File: config.mk
export PLATFORM = sky130hd
export DESIGN_NAME = scratchpad_tape_spill_allocator
export DESIGN_NICKNAME = d
export VERILOG_FILES = /design/src/rtl/stsa_pkg.sv /design/src/rtl/stsa_ram.sv /design/src/rtl/stsa_hist.sv /design/src/rtl/stsa_core.sv /design/src/rtl/scratchpad_tape_spill_allocator.sv
export VERILOG_INCLUDE_DIRS = /design/src /design/src/rtl
export SDC_FILE = /design/constraint.sdc
export NUM_CORES = 2
export LEC_CHECK = 0
export BUFFER_PORTS_ARGS = -buffer_cell sky130_fd_sc_hd__clkbuf_2
export CAP_MARGIN = 20
export CORE_MARGIN = 3
export CORE_UTILIZATION = 40
export DETAILED_ROUTE_END_ITERATION = 16
export SETUP_SLACK_MARGIN = 0.4
export SLEW_MARGIN = 5
export SYNTH_ARGS = -nofsm -noshare
export SYNTH_HDL_FRONTEND = slang
export SYNTH_SLANG_ARGS = --single-unit
File: constraint.sdc
create_clock -name clk -period 15.6 [get_ports clk]
set_input_delay 0.78 -clock clk [delete_from_list [all_inputs] [get_ports clk]]
set_output_delay 0.78 -clock clk [all_outputs]
set_load 0.005 [all_outputs]
File: src/rtl/scratchpad_tape_spill_allocator_macros.svh
// ----------------------------------------------------------------------------
// Scratchpad tape spill allocator: assertion macros
// Shared assertion forms, clocked on clk and disabled while rst is high.
// ----------------------------------------------------------------------------
`ifndef SCRATCHPAD_TAPE_SPILL_ALLOCATOR_MACROS_SVH
`define SCRATCHPAD_TAPE_SPILL_ALLOCATOR_MACROS_SVH

// Check that cons holds in the same cycle as ante
`define STSA_ASSERT_NOW(label, ante, cons) \
  label: assert property (@(posedge clk) disable iff (rst) (ante) |-> (cons)) \
    else $error("stsa: same-cycle check failed");

// Check that cons holds in the cycle after ante
`define STSA_ASSERT_NEXT(label, ante, cons) \
  label: assert property (@(posedge clk) disable iff (rst) (ante) |=> (cons)) \
    else $error("stsa: next-cycle check failed");

`endif

File: src/rtl/stsa_pkg.sv
// ----------------------------------------------------------------------------
// Scratchpad tape spill allocator package
// Widths, codes and word types shared by the allocator modules.
// ----------------------------------------------------------------------------
`timescale 1ns / 1ps
`default_nettype none

package stsa_pkg;

  // Spill history stack geometry
  localparam int HIST_DEPTH  = 64;
  localparam int HIST_CNT_W  = $clog2(HIST_DEPTH + 1);
  localparam int HIST_ADDR_W = $clog2(HIST_DEPTH);

  // Field widths
  localparam int ADDR_W  = 32;
  localparam int FILL_W  = 22;
  localparam int SIZE_W  = 21;
  localparam int ALLOC_W = 20;
  localparam int INDEX_W = 16;

  localparam logic [FILL_W-1:0] FILL_MAX = {FILL_W{1'b1}};
  localparam logic [SIZE_W-1:0] SIZE_MAX = {SIZE_W{1'b1}};

  // Request kinds
  localparam logic REQ_ALLOC = 1'b0;
  localparam logic REQ_ADDR  = 1'b1;

  // Configuration register indexes
  localparam int CFG_IDX_W = 2;
  typedef enum logic [CFG_IDX_W-1:0] {
    CFG_REGION_START = 2'd0,
    CFG_SPILL_LIMIT  = 2'd1,
    CFG_TAPE_BASE    = 2'd2,
    CFG_REVERSE_MODE = 2'd3
  } cfg_idx_t;

  // Result status codes
  typedef enum logic [1:0] {
    ST_OK    = 2'd0,
    ST_EMPTY = 2'd1,
    ST_FULL  = 2'd2
  } status_t;

  typedef struct packed {
    logic               req_type;
    logic [ALLOC_W-1:0] alloc_size;
    logic [INDEX_W-1:0] elem_index;
  } in_word_t;

  typedef struct packed {
    logic              mem_valid;
    logic              mem_write;
    logic [ADDR_W-1:0] mem_addr;
    logic [SIZE_W-1:0] mem_size;
    logic [ADDR_W-1:0] head_addr;
    logic [ADDR_W-1:0] access_addr;
    status_t           status;
  } out_word_t;

  typedef struct packed {
    logic [ADDR_W-1:0] region_start;
    logic [SIZE_W-1:0] spill_limit;
    logic [ADDR_W-1:0] tape_base;
    logic              reverse_mode;
  } cfg_t;

  // Stack command from the allocator core
  typedef struct packed {
    logic              push;
    logic              pop;
    logic [SIZE_W-1:0] wdata;
  } hist_cmd_t;

  // Stack state seen by the allocator core
  typedef struct packed {
    logic [HIST_CNT_W-1:0] count;
    logic [SIZE_W-1:0]     top;
  } hist_stat_t;

endpackage

`default_nettype wire

File: src/rtl/stsa_ram.sv
// ----------------------------------------------------------------------------
// Generic RAM
// One write port, one read port with registered read data.
// ----------------------------------------------------------------------------
`timescale 1ns / 1ps
`default_nettype none

module stsa_ram #(
  parameter int WIDTH = 8,
  parameter int DEPTH = 16
) (
  input  wire logic                     clk,
  input  wire logic                     we,
  input  wire logic [$clog2(DEPTH)-1:0] waddr,
  input  wire logic [WIDTH-1:0]         wdata,
  input  wire logic [$clog2(DEPTH)-1:0] raddr,
  output logic      [WIDTH-1:0]         rdata
);

  logic [WIDTH-1:0] mem [DEPTH];

  // Write, then register the read word
  always_ff @(posedge clk) begin
    if (we) begin
      mem[waddr] <= wdata;
    end
    rdata <= mem[raddr];
  end

endmodule

`default_nettype wire

File: src/rtl/stsa_hist.sv
// ----------------------------------------------------------------------------
// Spill history stack
// Size stack with the top entry held in a register and the entry below it
// prefetched from RAM, so a pop can follow any operation in the next cycle.
// ----------------------------------------------------------------------------
`timescale 1ns / 1ps
`default_nettype none

module stsa_hist import stsa_pkg::*; (
  input  wire logic       clk,
  input  wire logic       rst,
  input  wire hist_cmd_t  cmd,
  output hist_stat_t      stat
);

  logic [HIST_CNT_W-1:0]  count;
  logic [HIST_CNT_W-1:0]  count_next;
  logic [SIZE_W-1:0]      top;
  logic [SIZE_W-1:0]      below;
  logic [HIST_CNT_W-1:0]  raddr_full;

  // Advance the entry count
  always_comb begin
    count_next = count;
    if (cmd.push) begin
      count_next = count + HIST_CNT_W'(1);
    end else if (cmd.pop) begin
      count_next = count - HIST_CNT_W'(1);
    end
  end

  always_ff @(posedge clk) begin
    if (rst) begin
      count <= '0;
    end else begin
      count <= count_next;
    end
  end

  // Hold the top entry; on pop the prefetched entry below becomes the top
  always_ff @(posedge clk) begin
    if (cmd.push) begin
      top <= cmd.wdata;
    end else if (cmd.pop) begin
      top <= below;
    end
  end

  // Prefetch the entry below the next top
  assign raddr_full = count_next - HIST_CNT_W'(2);

  stsa_ram #(
    .WIDTH (SIZE_W),
    .DEPTH (HIST_DEPTH)
  ) u_ram (
    .clk   (clk),
    .we    (cmd.push),
    .waddr (count[HIST_ADDR_W-1:0]),
    .wdata (cmd.wdata),
    .raddr (raddr_full[HIST_ADDR_W-1:0]),
    .rdata (below)
  );

  assign stat.count = count;
  assign stat.top   = top;

endmodule

`default_nettype wire

File: src/rtl/stsa_core.sv
// ----------------------------------------------------------------------------
// Allocator core
// Region fill, frame head and tape pointer, and the result of one word.
// ----------------------------------------------------------------------------
`timescale 1ns / 1ps
`default_nettype none

module stsa_core import stsa_pkg::*; (
  input  wire logic       clk,
  input  wire logic       rst,
  input  wire logic       fire,
  input  wire in_word_t   item,
  input  wire cfg_t       cfg,
  input  wire hist_stat_t hist_stat,
  output hist_cmd_t       hist_cmd,
  output out_word_t       result
);

  logic [FILL_W-1:0] region_fill;
  logic [FILL_W-1:0] region_fill_next;
  logic [FILL_W-1:0] head_offset;
  logic [FILL_W-1:0] head_offset_next;
  logic [ADDR_W-1:0] tape_offset;
  logic [ADDR_W-1:0] tape_offset_next;

  logic [FILL_W:0]   grow_sum;
  logic              spill_hit;
  logic [SIZE_W-1:0] spill_size;
  logic [FILL_W-1:0] fill_eff;
  logic [FILL_W:0]   grow_eff;
  logic [FILL_W-1:0] alloc_ext;
  logic              hist_full;
  logic              hist_empty;

  assign alloc_ext  = FILL_W'(item.alloc_size);
  assign grow_sum   = {1'b0, region_fill} + {1'b0, alloc_ext};
  assign spill_hit  = grow_sum >= (FILL_W + 1)'(cfg.spill_limit);
  assign spill_size = (region_fill > FILL_W'(SIZE_MAX)) ? SIZE_MAX
                                                        : region_fill[SIZE_W-1:0];
  assign hist_full  = hist_stat.count >= HIST_CNT_W'(HIST_DEPTH);
  assign hist_empty = hist_stat.count == '0;

  // Decide the spill or refill and the next region state
  always_comb begin
    region_fill_next = region_fill;
    head_offset_next = head_offset;
    tape_offset_next = tape_offset;
    fill_eff         = region_fill;
    grow_eff         = '0;
    hist_cmd         = '0;
    result           = '0;
    result.status    = ST_OK;

    if (item.req_type == REQ_ADDR) begin
      result.access_addr = cfg.region_start + ADDR_W'(head_offset)
                         + ADDR_W'({item.elem_index, 3'b000});
    end else if (!cfg.reverse_mode) begin
      // Forward: spill the region when the request would reach the limit
      if (spill_hit) begin
        if (hist_full) begin
          result.status = ST_FULL;
        end else begin
          result.mem_valid = 1'b1;
          result.mem_write = 1'b1;
          result.mem_addr  = cfg.tape_base + tape_offset;
          result.mem_size  = spill_size;
          hist_cmd.push    = 1'b1;
          hist_cmd.wdata   = spill_size;
          tape_offset_next = tape_offset + ADDR_W'(spill_size);
          fill_eff         = '0;
        end
      end
      head_offset_next = fill_eff;
      grow_eff         = {1'b0, fill_eff} + {1'b0, alloc_ext};
      region_fill_next = grow_eff[FILL_W] ? FILL_MAX : grow_eff[FILL_W-1:0];
    end else begin
      // Reverse: refill an empty region from the last spill
      if (region_fill == '0) begin
        if (hist_empty) begin
          result.status = ST_EMPTY;
        end else begin
          tape_offset_next = tape_offset - ADDR_W'(hist_stat.top);
          result.mem_valid = 1'b1;
          result.mem_addr  = cfg.tape_base + tape_offset_next;
          result.mem_size  = hist_stat.top;
          hist_cmd.pop     = 1'b1;
          fill_eff         = FILL_W'(hist_stat.top);
        end
      end
      region_fill_next = (fill_eff > alloc_ext) ? fill_eff - alloc_ext : '0;
      head_offset_next = region_fill_next;
    end

    result.head_addr = cfg.region_start + ADDR_W'(head_offset_next);

    // Drop stack commands unless the word is taken
    if (!fire) begin
      hist_cmd.push = 1'b0;
      hist_cmd.pop  = 1'b0;
    end
  end

  always_ff @(posedge clk) begin
    if (rst) begin
      region_fill <= '0;
      head_offset <= '0;
      tape_offset <= '0;
    end else if (fire) begin
      region_fill <= region_fill_next;
      head_offset <= head_offset_next;
      tape_offset <= tape_offset_next;
    end
  end

endmodule

`default_nettype wire

File: src/rtl/scratchpad_tape_spill_allocator.sv
// Throughput: one word per cycle while the output is not stalled; the pop path reads a
// top-of-stack register while the RAM prefetches the entry below it, so back-to-back
// pops need no wait.
// Reset (synchronous, active high) clears fill, head, tape pointer, stack count and the
// valid flags, and loads the register defaults; the history RAM is not cleared.
// ----------------------------------------------------------------------------
// Scratchpad tape spill allocator
// Frame allocator over a scratchpad region that spills to and refills from a
// backing tape, with an input register and an output register around the core.
// ----------------------------------------------------------------------------
`timescale 1ns / 1ps
`default_nettype none

`include "scratchpad_tape_spill_allocator_macros.svh"

module scratchpad_tape_spill_allocator import stsa_pkg::*; (
  input  wire logic                 clk,
  input  wire logic                 rst,
  input  wire logic                 in_valid,
  output logic                      in_stall,
  input  wire in_word_t             in_data,
  output logic                      out_valid,
  input  wire logic                 out_stall,
  output out_word_t                 out_data,
  input  wire logic                 cfg_we,
  input  wire logic [CFG_IDX_W-1:0] cfg_index,
  input  wire logic [ADDR_W-1:0]    cfg_data
);

  cfg_t       cfg;
  logic       in_q_valid;
  in_word_t   in_q;
  logic       fire;
  hist_cmd_t  hist_cmd;
  hist_stat_t hist_stat;
  out_word_t  result;

  // Configuration registers
  always_ff @(posedge clk) begin
    if (rst) begin
      cfg.region_start <= '0;
      cfg.spill_limit  <= SIZE_W'(65536);
      cfg.tape_base    <= '0;
      cfg.reverse_mode <= 1'b0;
    end else if (cfg_we) begin
      unique case (cfg_idx_t'(cfg_index))
        CFG_REGION_START: cfg.region_start <= cfg_data;
        CFG_SPILL_LIMIT:  cfg.spill_limit  <= cfg_data[SIZE_W-1:0];
        CFG_TAPE_BASE:    cfg.tape_base    <= cfg_data;
        CFG_REVERSE_MODE: cfg.reverse_mode <= cfg_data[0];
        default: ;
      endcase
    end
  end

  // Process the held word when the output register can take its result
  assign fire     = in_q_valid && (!out_valid || !out_stall);
  assign in_stall = in_q_valid && !fire;

  // Input register
  always_ff @(posedge clk) begin
    if (rst) begin
      in_q_valid <= 1'b0;
    end else if (!in_stall) begin
      in_q_valid <= in_valid;
    end
  end

  always_ff @(posedge clk) begin
    if (in_valid && !in_stall) begin
      in_q <= in_data;
    end
  end

  stsa_hist u_hist (
    .clk  (clk),
    .rst  (rst),
    .cmd  (hist_cmd),
    .stat (hist_stat)
  );

  stsa_core u_core (
    .clk       (clk),
    .rst       (rst),
    .fire      (fire),
    .item      (in_q),
    .cfg       (cfg),
    .hist_stat (hist_stat),
    .hist_cmd  (hist_cmd),
    .result    (result)
  );

  // Output register: hold while stalled
  always_ff @(posedge clk) begin
    if (rst) begin
      out_valid <= 1'b0;
    end else begin
      out_valid <= fire || (out_valid && out_stall);
    end
  end

  always_ff @(posedge clk) begin
    if (fire) begin
      out_data <= result;
    end
  end

  // Checks
  `STSA_ASSERT_NOW(a_req_ok, out_valid && out_data.mem_valid, out_data.status == ST_OK)
  `STSA_ASSERT_NOW(a_cnt_max, 1'b1, hist_stat.count <= HIST_CNT_W'(HIST_DEPTH))
  `STSA_ASSERT_NEXT(a_push_cnt, hist_cmd.push, hist_stat.count == $past(hist_stat.count) + 1'b1)
  `STSA_ASSERT_NEXT(a_pop_cnt, hist_cmd.pop, hist_stat.count == $past(hist_stat.count) - 1'b1)

endmodule

`default_nettype wire

; Word-level counts from Yosys, hierarchy flattened
; Memory sizes are Yosys's and may differ from the RTL's. A register that Yosys moved wholly into a read port is not among the register bits.
; Index checks and enable logic that the tools add are counted.
[word_totals]
regBits = 350
ramBits = 1344
input_bits = 76
output_inout_bits = 123
elab_cells = 116
n_memories = 1
[op_classes]
add_sub_neg = 13
order_cmp = 4
eq_ne = 6
mux = 47
bitwise_logic = 2
reduce_logical = 22
[memory_table]
columns = name, depth, word_bits, rd, rd_clocked_by_memory_dff, wr, line_no
row1 = u_hist.u_ram.mem, 64, 21, 1, 1, 1, stsa_ram.sv:20  ; logic [WIDTH-1:0] mem [DEPTH];
[op_table]
columns = cell, n
row1 = $mux 22, 13
row2 = $mux 32, 5
row3 = $mux 53, 3
row4 = $mux 21, 6
row5 = $mux 55, 2
row6 = $add 32x22->32, 2
row7 = $add 32x32->32, 2
row8 = $add 22x20->23, 2
row9 = $add 32x19->32, 1
row10 = $add 32x21->32, 1
row11 = $sub 32x21->32, 1
row12 = $ge 23x21->1, 1
row13 = $mux 23, 1
row14 = $gt 22x20->1, 1
row15 = $gt 22x21->1 const B, 1
row16 = $logic_not 22->1, 1
row17 = $sub 22x20->22, 1
row18 = $mux 7, 2
row19 = $mux 1, 10
row20 = $mux 2, 5
row21 = $reduce_and 2->1, 5
row22 = $add 7x1->7 const B, 1
row23 = $ge 7x7->1 const B, 1
row24 = $logic_not 7->1, 1
row25 = other kinds (14), 25

; Logic depth before layout (Yosys ltp)
[depth]
depth_word = 10
ltp_mapped = 46
ltp_nobuf = 44

; By module
; A second synthesis with hierarchy kept.
[unflattened]
hier_cells = 5021
area_unflattened_um2 = 77513.1
[by_module_without_submodules]
columns = module, instances, cells_per_inst, area_each_um2, seq_area_each_um2
row1 = stsa_ram, 1, 2190, 51717.1, 40779.1
row2 = stsa_core, 1, 2247, 16114.2, 1521.5
row3 = scratchpad_tape_spill_allocator, 1, 488, 8306.7, 6506.2
row4 = stsa_hist, 1, 96, 1375.1, 770.7

; Worst setup path before layout
; OpenSTA, ideal clock, no wires.
[synth_path]
path_type = register to register
startpoint = register in_q[16] in the netlist's numbering
endpoint = register out_data[60] in the netlist's numbering (data pin)
setup_ns = 0.266
t_arrival_ns = 7.827
setup_slack_ns = 7.507
path_stages_with_launch = 45
n_path_buf = 1
synth_period_minus_slack_ns = 8.093
path_cell_list = edfxtp_1 -> ha_1 -> inv_1 -> fa_1 -> nor2b_1 -> o31a_1 -> a211oi_2 -> o21ai_1 -> o21a_1 -> nor2_1 -> nor2b_1 -> o21a_1 -> o21ai_0 -> nand2_1 -> a21oi_1 -> o21bai_1 -> a21oi_1 -> xnor2_1 -> [... 9 more ...] -> a21oi_1 -> a21oi_1 -> ha_1 -> fa_1 -> a21o_1 -> a21oi_1 -> o21bai_1 -> a21oi_1 -> o21bai_1 -> a21oi_1 -> nor2b_1 -> o31ai_1 -> a2111oi_0 -> or3_1 -> a31o_2 -> a21oi_1 -> nor3_1 -> xor2_1
[synth_lines]
columns = item, line_no
row1 = start: declaration, scratchpad_tape_spill_allocator.sv:32  ; in_word_t in_q;
row2 = start signal: assignment, scratchpad_tape_spill_allocator.sv:71  ; in_q <= in_data;
row3 = end signal: assignment, scratchpad_tape_spill_allocator.sv:104  ; out_data <= result;
row4 = end: declaration, scratchpad_tape_spill_allocator.sv:24  ; output out_word_t out_data,

; Worst setup path in the final report
[layout_path]
startpoint = register in_q[23] in the netlist's numbering
endpoint = register u_hist.u_ram.rdata[4] (read register of u_hist.u_ram.mem)
[layout_between]
elab_chain_cells = 8
[layout_rtl]
columns = item, line_no
row1 = $add 22x20->23, stsa_core.sv:36  ; assign grow_sum = {1'b0, region_fill} + {1'b0, alloc_ext};
row2 = $ge 23x21->1, stsa_core.sv:37  ; assign spill_hit = grow_sum >= (FILL_W + 1)'(cfg.spill_limit);
row3 = $mux 1, stsa_core.sv:59  ; if (spill_hit) begin
row4 = $mux 1, stsa_core.sv:57  ; end else if (!cfg.reverse_mode) begin
row5 = $mux 23, stsa_core.sv:54  ; if (item.req_type == REQ_ADDR) begin
row6 = $mux 2, stsa_core.sv:97  ; if (!fire) begin
row7 = $mux 7, stsa_hist.sv:25  ; if (cmd.push) begin
row8 = $sub 6x2->6, stsa_hist.sv:50  ; assign raddr_full = count_next - HIST_CNT_W'(2);
row9 = end: declaration, stsa_ram.sv:17  ; output logic [WIDTH-1:0] rdata
; Every way passes these cells.
; A chain may end at the register's enable or synchronous reset.

==> impl_results.md <==
* Final setup violation count at 0
* I/O pins at between 150 and 200
* Sequential share of the synthesized area at 0.625
* Multi-input gate area at between 20000 and 30000 um^2
* Setup Fix Bufs, Post-CTS at 0
* CORE AREA at 196000 um^2
* Worst min-delay path class: input port to flop
* Post-synth top cells: edfxtp_1, nor2_1, a21oi_1
* Synth top area share at 0.577
* Area grow syn2layout at 12.4%
* PortBufs at 198
* Setup crit start kind: flop
* CTS sink cnt at 1715
* Setup TNS after final layout at 0 ns
* Final ANT Viol Nets at 0
* Iteration-0 DRC count of the detailed router at 5046
* Worst-case clock buffer depth at 3
* Worst path slowest cell: buf_4
* # DRC at 0
* Max incr delay on CP at 0.94 ns
* Post-Syn Nets at between 6000 and 7000
* Clock transition at the registers of the reported paths at roughly 0.060 ns
* Post-synth EDFFs at 1523
* Final wirelength at 222000 um
* Ys async rst share at 0
* Cell area power density at 117 nW/um^2
* VDD IR max at 111 uV
* Vias per cell at about 5.5
* Die ar. at just over 200000 um^2
* Gr usage total at 0.212
* Vias in the first global route at 49800
* Slew margin rel. at 0.254
* R2R Path Start: in_q[23]
* Period minus WS final at about 10 ns
* CTS tree: built
* Synth Register Bits at 1715
* Cell count after synthesis at 6534
* Post-cts resize count at 0
* R2R depth at 35
* Top post-synthesis cells by area: edfxtp_1, dfxtp_1, mux2i_1
* Die width at 451 um
* Outcome: completed
* Fill cell count at 17700
* Pleak at 34.0 nW
* Std cell rows at 162
* Most common cell in the netlist: edfxtp_1
* Ys flop type: edfxtp_1
* CP max FO at 79
* H-tree level count at 4
* Critical path type: flop to flop
* Placer Congestion at a little under 0.9
* CP endpoint kind: flop
* Largest net degree at the start of global routing at 196
* Pre-Repair DR Iteration Count at 6
* Fraction of layout cells with a size suffix above 1 at 0.117
* Register area at approximately 50000 um^2
* Max Clock Freq at 96.3 MHz
* Clk_lat worst skew at 0.85 ns
* CTS Root Cell: clkbuf_16
* Hold Vio Cnt, Final at 0
* Synthesis Warnings at 0
* Layout Nets at ~7000
* First-pass GRT wire length at about 330000 um
* Register-to-register setup slack at 5.22 ns
* Congestion Overflow GR at 0
* Final clock skew at 0.0674 ns
* Initial Util at 0.404
* Slew @ Worst Pin at 1.12 ns
* Routed WL per cell at ~24 um
* Slew Limit Fails at 0
* Final hold slack at 0.140 ns
* Post-DP HPWL at 139000 um
* RSZ-0062 raised after global routing: no
* Req. time, crit path at approximately 16 ns
* Die Y at 451 um
* Mapped Avg Cell Area at 12.1 um^2
* Worst Setup SP: in_q[23]
* CP Data Arrival Time at 11.04 ns
* Max cap viols at 0
* CTS buffer count at 178
* Total vias in the final route at ~52000
* Cts hold-fix bufs at 0
* Endpoint of the worst register-to-register path: u_hist.u_ram.rdata[4]
* Post-synth top area cell: edfxtp_1
* Period utilisation layout at 0.666
* Netlist Area Pre-Place at between 70000 and 80000 um^2
* Antenna violations before repair at 3
* Critical Path End: u_hist.u_ram.rdata[4]
* Yosys cell types at 80
-- cells in the final DEF, fill, tap and decap left out, types with 25 or more instances in the layout --
master / n
edfxtp_1: 1523
nor2_1: 653
nand2_1: 487
a21oi_1: 487
mux2i_1: 341
o21ai_0: 336
ha_1: 238
nand3_1: 234
clkbuf_2: 199
dfxtp_1: 191
o211ai_1: 179
clkbuf_16: 179
o21ai_1: 174
inv_1: 171
xnor2_1: 130
mux2_2: 125
buf_4: 109
a21o_1: 88
nor3_1: 82
xor2_1: 73
nor2b_1: 56
mux2_1: 46
clkbuf_1: 46
nor2_4: 45
nor2_2: 44
a211oi_1: 40
clkinv_1: 39
nand4_1: 35
o21a_1: 34
nand2b_1: 32
o21bai_1: 31
or3_1: 26
o22ai_1: 25
fa_1: 25
-- registers in the layout, summed over array words and instances, names as in the netlist --
register and flops:
u_hist.top 21, u_core.head_offset 22, out_valid 1, in_q_valid 1, u_hist.count 7, u_core.region_fill 22
u_hist.u_ram.mem 1344, in_q 37, out_data 121, u_hist.u_ram.rdata 21, u_core.tape_offset 32, cfg 86
-- cell families (layout without fill, tap and decap cells) --
group / count (synthesis) / after routing / share of synthesized area
fa+ha+maj: 263 / 263 / 0.0439
other cells: 0 / 1 / 0
compound gates: 1535 / 1535 / 0.115
flops: 1715 / 1715 / 0.625
simple gates: 1765 / 1765 / 0.0962
buf+inv: 538 / 811 / 0.0291
xor+xnor: 206 / 206 / 0.0230
mux: 512 / 512 / 0.0673
-- report_power, final --
| part | internal [mW] | leakage (nW) | switching (mW) |
|---|---|---|---|
| logic | 0.368 | 16.1 | 0.735 |
| registers | 5.08 | 15.1 | 0.0812 |
| clock network | 2.32 | 2.75 | 1.85 |
-- routing by layer --
layer,vias up,global-route usage,share of wire
li1,24400,-,-
met1,25700,0.294,0.44
met2,1589,0.343,0.46
met3,333,0.0298,0.061
met4,0,0.0723,0.034
met5,-,0,0
-- layout make-up --
class / instances / area share
sequential: 1715 / 0.556
multi-input combinational: 4281 / 0.313
clock buffer: 233 / 0.0533
tap: 2624 / 0.0368
timing repair buffer: 314 / 0.0218
clock inverter: 88 / 0.0110
inverter: 176 / 0.00747
antenna: 1 / 0.0000281
-- worst max-delay path: cells and delay by family (launching register included) --
family,cells,cell delay [ns]
adder cells (fa/ha/maj),3,0.87
buffers and inverters,4,2.58
AO/OA/AOI/OAI,21,4.37
XOR/XNOR,2,1.00
AND/OR/NAND/NOR,4,0.43
flip-flops,1,0.43
multiplexers,1,0.42
-- worst min-delay path by stage --
stage          depth (start not counted)   startpoint       end
2_1_floorplan                          2      cfg[34]   cfg[34]
3_3_place_gp                           2      cfg[42]   cfg[42]
3_5_place_dp                           2      cfg[39]   cfg[39]
4_1_cts                                1  in_data[33]  in_q[33]
5_1_grt                                1  in_data[33]  in_q[33]
6_report                               1  in_data[33]  in_q[33]
-- per-stage QoR --
step,std cells,util,setup WS (ns),power [mW],cell area [um^2]
6_report,9432,0.455,5.22,10.4,89100
5_1_grt,9431,0.455,4.52,10.8,89100
4_1_cts,9430,0.455,5.30,10.5,89100
3_5_place_dp,9109,0.425,5.29,6.36,83400
3_3_place_gp,9109,0.425,5.49,6.34,83400
2_1_floorplan,6534,-,7.51,5.97,79300
No activity file was read; power rests on OpenSTA's default activity.
